<file path="src/hw/rtl/ncw_ram.sv">
// ----------------------------------------------------------------------------
// ncw_ram : generic simple dual-port RAM
// One write port, one read port, read data registered.
// ----------------------------------------------------------------------------
`default_nettype none

module ncw_ram #(
    parameter int WIDTH = 32,
    parameter int DEPTH = 64
) (
    input  logic                     clk,
    input  logic                     we,
    input  logic [$clog2(DEPTH)-1:0] waddr,
    input  logic [WIDTH-1:0]         wdata,
    input  logic [$clog2(DEPTH)-1:0] raddr,
    output logic [WIDTH-1:0]         rdata
);

    logic [WIDTH-1:0] mem [DEPTH];
    logic [WIDTH-1:0] rdata_reg;

    always_ff @(posedge clk)
    begin
        if (we)
        begin
            mem[waddr] <= wdata;
        end
        rdata_reg <= mem[raddr];
    end

    assign rdata = rdata_reg;

endmodule

`default_nettype wire

</file>
<file path="config.mk">
export PLATFORM = sky130hd
export DESIGN_NAME = ncw_ram
export DESIGN_NICKNAME = d
export VERILOG_FILES = /design/src/hw/rtl/ncw_ram.sv
export SDC_FILE = /design/constraint.sdc
export NUM_CORES = 2
export LEC_CHECK = 0
export BUFFER_PORTS_ARGS = -buffer_cell sky130_fd_sc_hd__buf_4
export CAP_MARGIN = 20
export CORE_UTILIZATION = 63
export CTS_BUF_LIST = sky130_fd_sc_hd__clkbuf_16
export CTS_CLUSTER_DIAMETER = 60
export CTS_CLUSTER_SIZE = 24
export DETAILED_ROUTE_END_ITERATION = 10
export PLACE_DENSITY = 0.81
export SYNTH_ARGS = -nofsm -noshare
export SYNTH_HDL_FRONTEND = slang
export SYNTH_SLANG_ARGS = --single-unit
</file>
<file path="constraint.sdc">
create_clock -name clk -period 4.41 [get_ports clk]
set_input_delay 0.441 -clock clk [delete_from_list [all_inputs] [get_ports clk]]
set_output_delay 0.441 -clock clk [all_outputs]
set_load 0.1 [all_outputs]
</file>
==> impl_results.md <==
* Max-slew violations at 0
* Global placement routability congestion at between 0.8 and 0.9
* Largest net degree at the start of global routing at 79
* GRT Util Overall at 0.3244
* # IOs at approximately 80
* CP Capture Type: register
* Mapped Area at roughly 79000 um^2
* Final wirelength at between 200000 and 250000 um
* Cells along the critical path: buf_8 > buf_4 > mux4_2 > mux4_2 > o22ai_1 > nor2_1
* Yosys warnings at 0
* Cell Pwr Density at 427.4 nW/um^2
* RSZ-0062 raised after global routing: no
* Slowest stage delay, CP at 0.70 ns
* Hold depth at 2
* Max Freq at 334.9 MHz
* Clock Skew at 0.03165 ns
* CTS clk-pin slew, worst paths at around 0.09 ns
* Dpl hpwl at between 100000 and 150000 um
* Num CTS Buffers at 120
* Tightest Hold Check Type: input pin to register
* Synth Instances at around 3300
* DRT Pass-1 Iters at 7
* Total number of vias at approximately 38000
* CP startpoint: raddr[0]
* Area after DPL at between 80000 and 90000 um^2
* Sequential area share after synthesis at 0.7914
* # fillers at between 6000 and 7000
* Wire per inst at a little under 40 um
* Critical path type: input pin to register
* Core area at roughly 120000 um^2
* Setup_tns at 0 ns
* Worst Tran Pin Value at 1.231 ns
* Hold Vio Cnt, Final at 0
* Chip height at ~360 um
* Storage element area at slightly above 60000 um^2
* Number of antenna-violating nets in the routed design at 0
* Crit path setup slack, layout at 1.424 ns
* CTS hold repair buffers at 0
* Number of global-route vias before repair at ~39000
* Count of final setup violators at 0
* Outcome: complete, no violations
* Starting Density at 0.6351
* Layout cells sized above 1 at 0.2875
* Finished Cell Area at 86450 um^2
* Worst-Skew Late Latency at approximately 0.76 ns
* CP Data Arrival Time at 3.61 ns
* H-tree depth at 3
* Period utilisation layout at 0.6771
* DR iter-0 viols at a little under 7000
* Worst r2r path cells at 4
* WP data required at a little over 5 ns
* Max reg flops at a little over 2000
* Max IR drop VDD at 0.3516 mV
* Slowest CP cell: buf_4
* Worst path most repeated cell: mux4_2
* Distinct cells, synth at 34
* Leakage at about 27 nW
* Critical Path Start Type: input pin
* Mean number of vias per cell at 7.303
* Area growth syn-to-layout at 10.11%
* Drc violations at 0
* Initial antenna violation count at 10
* Worst-path fanout max at 42
* Min-delay src: waddr[1]
* Max_cap viols at 0
* Post-CTS resize count at 0
* Post-CTS setup buffer count at 0
* TritonCTS clock tree: done
* Remaining Overflow, GRT at 0
* Clk root buf: clkbuf_16
* Pre-CTS setup slack at 0.8513 ns
* # rows at ~130
* Syn Nets at 3370
* FF+latch count, synth at about 2100
* Reg-to-reg startpoint: mem[28][6]
* Syn Area/Cell at approximately 24 um^2
* Fin nets at between 3000 and 4000
* Die ar. at 126000 um^2
* Multi-input logic area at about 16000 um^2
* PortBufs at 77
* First-pass GRT wire length at around 280000 um
* Slew HR at 0.1794
* Max clock buf depth at 3
* Die X at roughly 360 um
* Clk sink count at 2080
* Tmin final at 2.986 ns
report_power, final:
group	leakage (nW)	switching, mW	internal [mW]	total, mW
Clock	2.09	6.66	6.00	12.7
Combinational	5.90	1.55	0.767	2.32
Sequential	18.7	0.111	21.9	22.0
cells in the mapped netlist:
master	count	area, um^2
nand3_1	5	25.02
o221ai_1	27	236.5
or2_2	1	6.260
nand4_1	2	12.51
and2_1	2	12.51
nand2b_1	8	50.05
or2_0	1	6.260
nor3_1	7	35.03
o22ai_1	84	525.5
buf_1	21	78.83
or3_1	3	18.77
buf_4	25	187.7
nand3b_1	5	37.54
a31oi_1	1	6.260
and3_1	4	25.02
a21oi_1	62	310.3
or2_1	1	6.260
clkbuf_1	74	277.8
or3b_1	2	17.52
nor2b_1	15	93.84
a22oi_1	12	90.09
dfxtp_1	32	640.6
edfxtp_1	2048	61500
a41o_1	4	40.04
mux4_2	544	12250
nand4b_1	1	8.760
buf_2	57	285.3
o32ai_1	4	35.03
nor2_1	137	514.2
nand2_1	26	97.59
mux2i_1	93	930.9
buf_6	5	56.30
or3b_2	3	26.28
a311oi_1	8	70.07
area by class of cell:
type | instances | area share
Clock inverter | 102 | 0.01263
Multi-Input combinational cell | 1062 | 0.1847
Tap cell | 1637 | 0.02369
Timing Repair Buffer | 216 | 0.02452
Sequential cell | 2080 | 0.7188
Clock buffer | 123 | 0.03560
Antenna cell | 3 | 0.00008684
cell usage in the layout (no fill, tap or decap), types with 6 or more instances in the layout:
| cell type | netlist | final |
|---|---|---|
| a21oi_1 | 62 | 62 |
| a22oi_1 | 12 | 12 |
| a311oi_1 | 8 | 8 |
| buf_12 | 0 | 38 |
| buf_4 | 25 | 175 |
| bufinv_16 | 0 | 12 |
| clkbuf_16 | 0 | 123 |
| clkinv_1 | 0 | 6 |
| clkinv_2 | 0 | 10 |
| clkinv_4 | 0 | 9 |
| clkinv_8 | 0 | 9 |
| clkinvlp_4 | 0 | 7 |
| dfxtp_1 | 32 | 32 |
| edfxtp_1 | 2048 | 2048 |
| inv_1 | 0 | 17 |
| inv_6 | 0 | 17 |
| inv_8 | 0 | 15 |
| mux2i_1 | 93 | 93 |
| mux4_2 | 544 | 544 |
| nand2_1 | 26 | 26 |
| nand2b_1 | 8 | 8 |
| nor2_1 | 137 | 75 |
| nor2_4 | 0 | 62 |
| nor2b_1 | 15 | 15 |
| o221ai_1 | 27 | 27 |
| o22ai_1 | 84 | 84 |
metal layers:
metal,up-vias,global-route usage,part of all wire
met5,-,0,0.00045
met4,14,0.1603,0.060
met3,614,0.07185,0.13
met2,3324,0.5185,0.49
met1,19677,0.4297,0.32
li1,14513,-,-
cell families (layout without fill, tap and decap cells):
kind of cell / count (synthesis) / count (layout) / synth area share
compound gates: 202 / 202 / 0.01673
buf+inv: 182 / 441 / 0.01128
flops: 2080 / 2080 / 0.7914
mux: 637 / 637 / 0.1679
other cells: 0 / 3 / 0
simple gates: 223 / 223 / 0.01265
per-stage QoR:
stage | power (mW) | utilization | hold WS [ns] | cells
after floorplan | 23.73 | - | 0.5399 | 3324
after global placement | 24.58 | 0.6650 | 0.7261 | 4992
after detailed placement | 24.66 | 0.6654 | 0.7628 | 4995
after CTS | 36.95 | 0.6992 | 0.1175 | 5220
after global routing | 37.67 | 0.6992 | 0.1349 | 5220
final | 36.95 | 0.6992 | 0.1510 | 5223
critical path: cells and delay by family:
| family | cells | cell delay, ns |
|---|---|---|
| AND/OR/NAND/NOR | 1 | 0.13 |
| AO/OA/AOI/OAI | 1 | 0.69 |
| buffers and inverters | 2 | 1.19 |
| multiplexers | 2 | 1.12 |
worst paths after layout:
kind | end | slack [ns]
setup / recovery | rdata[26] | 1.42
hold / removal | mem[49][0] | 0.15
setup reg to reg | rdata[6] | 2.06
hold reg to reg | rdata[8] | 0.78
Power figures use the tool's default switching activity.
